[src/pcdl_ram.sv]
// Generic single-port-write, single-port-read RAM with a registered read.
// No dependencies.
`timescale 1ns / 1ps
module pcdl_ram #(
  parameter int WIDTH = 8,
  parameter int DEPTH = 16
) (
  input  logic                     clk_i,
  input  logic                     we_i,
  input  logic [$clog2(DEPTH)-1:0] waddr_i,
  input  logic [WIDTH-1:0]         wdata_i,
  input  logic [$clog2(DEPTH)-1:0] raddr_i,
  output logic [WIDTH-1:0]         rdata_o
);

  logic [WIDTH-1:0] mem_q [DEPTH];
  logic [WIDTH-1:0] rdata_q;

  always_ff @(posedge clk_i) begin
    if (we_i) begin
      mem_q[waddr_i] <= wdata_i;
    end
    rdata_q <= mem_q[raddr_i];
  end

  assign rdata_o = rdata_q;

endmodule

[config.mk]
export PLATFORM = sky130hd
export DESIGN_NAME = pcdl_ram
export DESIGN_NICKNAME = d
export VERILOG_FILES = /design/src/pcdl_ram.sv
export SDC_FILE = /design/constraint.sdc
export NUM_CORES = 1
export LEC_CHECK = 0
export BUFFER_PORTS_ARGS = -buffer_cell sky130_fd_sc_hd__buf_2
export CORE_AREA = 2 2 123 113
export CTS_BUF_LIST = sky130_fd_sc_hd__clkbuf_16
export DETAILED_ROUTE_END_ITERATION = 6
export DIE_AREA = 0 0 125 115
export GPL_TIMING_DRIVEN = 0
export PLACE_DENSITY = 0.53
export SLEW_MARGIN = 20
export SYNTH_ARGS = -nofsm -noshare
export SYNTH_HDL_FRONTEND = slang
export SYNTH_SLANG_ARGS = --single-unit
[constraint.sdc]
create_clock -name clk_i -period 1.5 [get_ports clk_i]
set_input_delay 0.075 -clock clk_i [delete_from_list [all_inputs] [get_ports clk_i]]
set_output_delay 0.075 -clock clk_i [all_outputs]
set_load 0.1 [all_outputs]
==> results.py <==
metrics = {
    "run_status": {
        "status": "finished clean",
    },
    "yosys": {
        "synth_top_family_by_area": "multiplexers",
        "ys.flop_type": "edfxtp_1",
        "synth_fa_ha_area_share_pct": 0,
        "syn_nets": 247,
        "yosysUniqueCellTypes": 19,
        "synthesis.area_um2": 5150,
        "synth_async_sr_flop_share_pct": 0,
        "syn_inst": 229,
        "ys_warn_count": 0,
        "synth-seq-cells": 136,
        "avgSynthCellArea_um2": 22.5,
        "synthSimpleGateAreaFrac_pct": 3.18,
        "synth.area.mux_share_pct": 15.0,
        "synth_compound_area_share_pct": 2.33,
        "synthXorXnorAreaFrac_pct": 0,
        "synth_edf_count": 128,
        "synth-seq-area-share_pct": 77.8,
    },
    "setup_path": {
        "path_max_fanout": 1,
        "cp.required_ps": 1780,
        "critical_path.top_delay_family": "multiplexers",
        "crit_slowest_cell": "mux4_2",
        "startpoint_type": "register",
        "arrival_ps": 1670,
        "cp_cell_sequence": "mux4_2 > a22oi_1 > nand2_1",
        "crit_path_end_kind": "register",
        "crit_buf_inv": 0,
        "cpPeakStageDelay_ps": 500,
        "crit_type": "register to register",
    },
    "timing": {
        "hold_slack_ps": 73.4,
        "setup_violations": 0,
        "setup_tns_ps": 0,
        "period_share_pct": 92.6,
        "period_minus_slack_ps": 1390,
        "fmax_mhz": 720,
        "max_slew_margin_pct": 44.2,
        "timing.final.ws_setup_ps": 111,
        "rsz0062_at_grt": "no",
        "drv_slew": 0,
        "final_hold_viol_count": 0,
        "tightest_slew_ps": 834,
        "fin_skew_ps": 6.72,
    },
    "clock_network": {
        "cts.htree.levels": 4,
        "cts_tree": "built",
        "root_buffer": "clkbuf_16",
        "cts_made_buffers": 17,
        "clk_pin_slew_worst_paths_ps": 50,
        "cts.sinks": 136,
        "clockBufferDepth": 2,
        "clk_latency_ps": 400,
        "cts_resized": 0,
        "cts_setup_buffers": 0,
        "postCtsHoldBufs": 0,
    },
    "worst_hold_path": {
        "hold_path_class": "input port to register",
    },
    "die": {
        "initial_core_util_pct": 39.3,
        "core-area_um2": 13100,
        "ioPinCount": 26,
        "core.rowCount": 40,
        "die_h_um": 115,
        "die_x_um": 125,
        "die_area_um2": 14400,
    },
    "final_layout": {
        "drive_gt1_share_pct": 28.4,
        "nNetsFinal": 290,
        "synthToLayoutAreaGrowth_pct": 18.8,
        "antenna_cells": 0,
    },
    "place": {
        "post-dp-hpwl_mm": 6.30,
        "gp_congestion": 0.731,
        "place.port_buffers": 24,
        "pre_cts_ws_ps": -314,
    },
    "pwr": {
        "seqPwrFrac_pct": 46.6,
        "intPower_w": 0.00731,
        "power.density_nw_per_um2": 1500,
        "pwr-share-comb_pct": 6.4,
        "ir_worst_vdd_uv": 727,
        "p_sw_w": 0.00185,
        "switching_share_pct": 20.2,
        "power_w": 0.00916,
        "clkPwrFrac_pct": 47.0,
        "p_leak_nw": 2.06,
    },
    "run": {
        "drv_cap": 0,
    },
    "detailed_routing": {
        "drt_iter0_drc": 167,
        "post_drt_wl_per_cell_um": 21.8,
        "drt.antenna.violating_nets": 0,
        "vias_per_cell": 5.13,
        "post-route-drc-count": 0,
        "wl_mm": 9.88,
        "first_pass_iters": 4,
        "vias": 2322,
    },
    "global_routing": {
        "grt_pass1_vias": 2348,
        "antenna_found_initial": 0,
        "grt_pass1_wl_mm": 14.8,
        "grt.total_usage_pct": 14.8,
        "grt_max_degree": 17,
        "grt-ovfl-total": 0,
    },
}
-- stage by stage --
stage / std cells / utilization [%] / instance area, um^2
after floorplan: 229 / - / 5150
after global placement: 421 / 41.8 / 5480
after detailed placement: 421 / 41.9 / 5500
after CTS: 453 / 46.6 / 6120
after global routing: 453 / 46.6 / 6120
final: 453 / 46.6 / 6120
-- synthesized netlist by cell type, drive strengths merged, types with 2 or more instances --
cell type,count,area (um^2)
nand3b,2,15.0
edfxtp,128,3840
nor2,13,48.8
clkdlybuf4s25,3,30.0
mux4,32,773
nand2b,2,12.5
a22oi,16,120
buf,7,56.3
nor3,4,20.0
dfxtp,8,160
nand2,9,33.8
-- logic make-up after synthesis --
| group | Yosys count |
|---|---|
| AOI/OAI and AO/OA | 16 |
| buffers and inverters | 10 |
| and+or+nand+nor | 35 |
| muxes | 32 |
| DFF | 136 |
-- final timing paths --
check / end / slack [ps] / start / cells past startpoint
hold reg to reg: rdata_o[1]$_DFF_P_ / 690 / mem_q[10][1]$_DFFE_PP_ / 3
hold / removal: mem_q[7][4]$_DFFE_PP_ / 70 / wdata_i[4] / 1
setup / recovery: rdata_o[7]$_DFF_P_ / 110 / mem_q[14][7]$_DFFE_PP_ / 3
setup reg to reg: rdata_o[7]$_DFF_P_ / 110 / mem_q[14][7]$_DFFE_PP_ / 3
-- state kept, by name, indices dropped and copies added (netlist names) --
| name | cells |
|---|---|
| mem_q | 128 |
| rdata_o | 8 |
-- cells in the final DEF, fill, tap and decap left out --
cell	synthesis	final
mux4_2	18	18
and2b_1	1	1
nand3b_1	2	2
nand3_1	1	1
buf_2	3	27
a22oi_1	16	16
nand2_1	9	9
nor3_2	0	4
edfxtp_1	128	128
nor2b_1	1	1
buf_4	1	1
clkinvlp_4	0	1
or3b_2	1	1
and2_1	1	1
dfxtp_1	8	8
clkinv_1	0	4
buf_6	3	3
inv_1	0	4
clkbuf_16	0	17
clkdlybuf4s25_2	3	3
nand2b_1	2	2
bufinv_16	0	5
mux4_1	14	14
nor2_1	13	13
clkinv_2	0	1
-- power by group through the flow --
stage / combinational, W / clock [W] / sequential, W
6_report: 0.000589 / 0.00430 / 0.00427
5_1_grt: 0.000628 / 0.00456 / 0.00427
4_1_cts: 0.000600 / 0.00438 / 0.00427
3_5_place_dp: 0.000599 / 0 / 0.00435
3_3_place_gp: 0.000592 / 0 / 0.00434
2_1_floorplan: 0.000216 / 0 / 0.00453
-- per-layer routing --
metal | vias up | global-route usage [%] | part of all wire [%]
met5 | - | 0 | 0
met4 | 0 | 5.78 | 1.1
met3 | 10 | 4.09 | 4.1
met2 | 54 | 23.0 | 48
met1 | 1195 | 20.1 | 46
li1 | 1063 | - | -
-- cell type report --
type | instances | area (um^2)
buffer | 10 | 86.3
clock buffer | 17 | 425
clock inverter | 15 | 193
fill | 1118 | 7000
multi-input combinational | 83 | 1080
sequential | 136 | 4000
tap | 168 | 210
timing repair buffer | 24 | 120
Note: power is estimated with default switching activity, not from simulation.
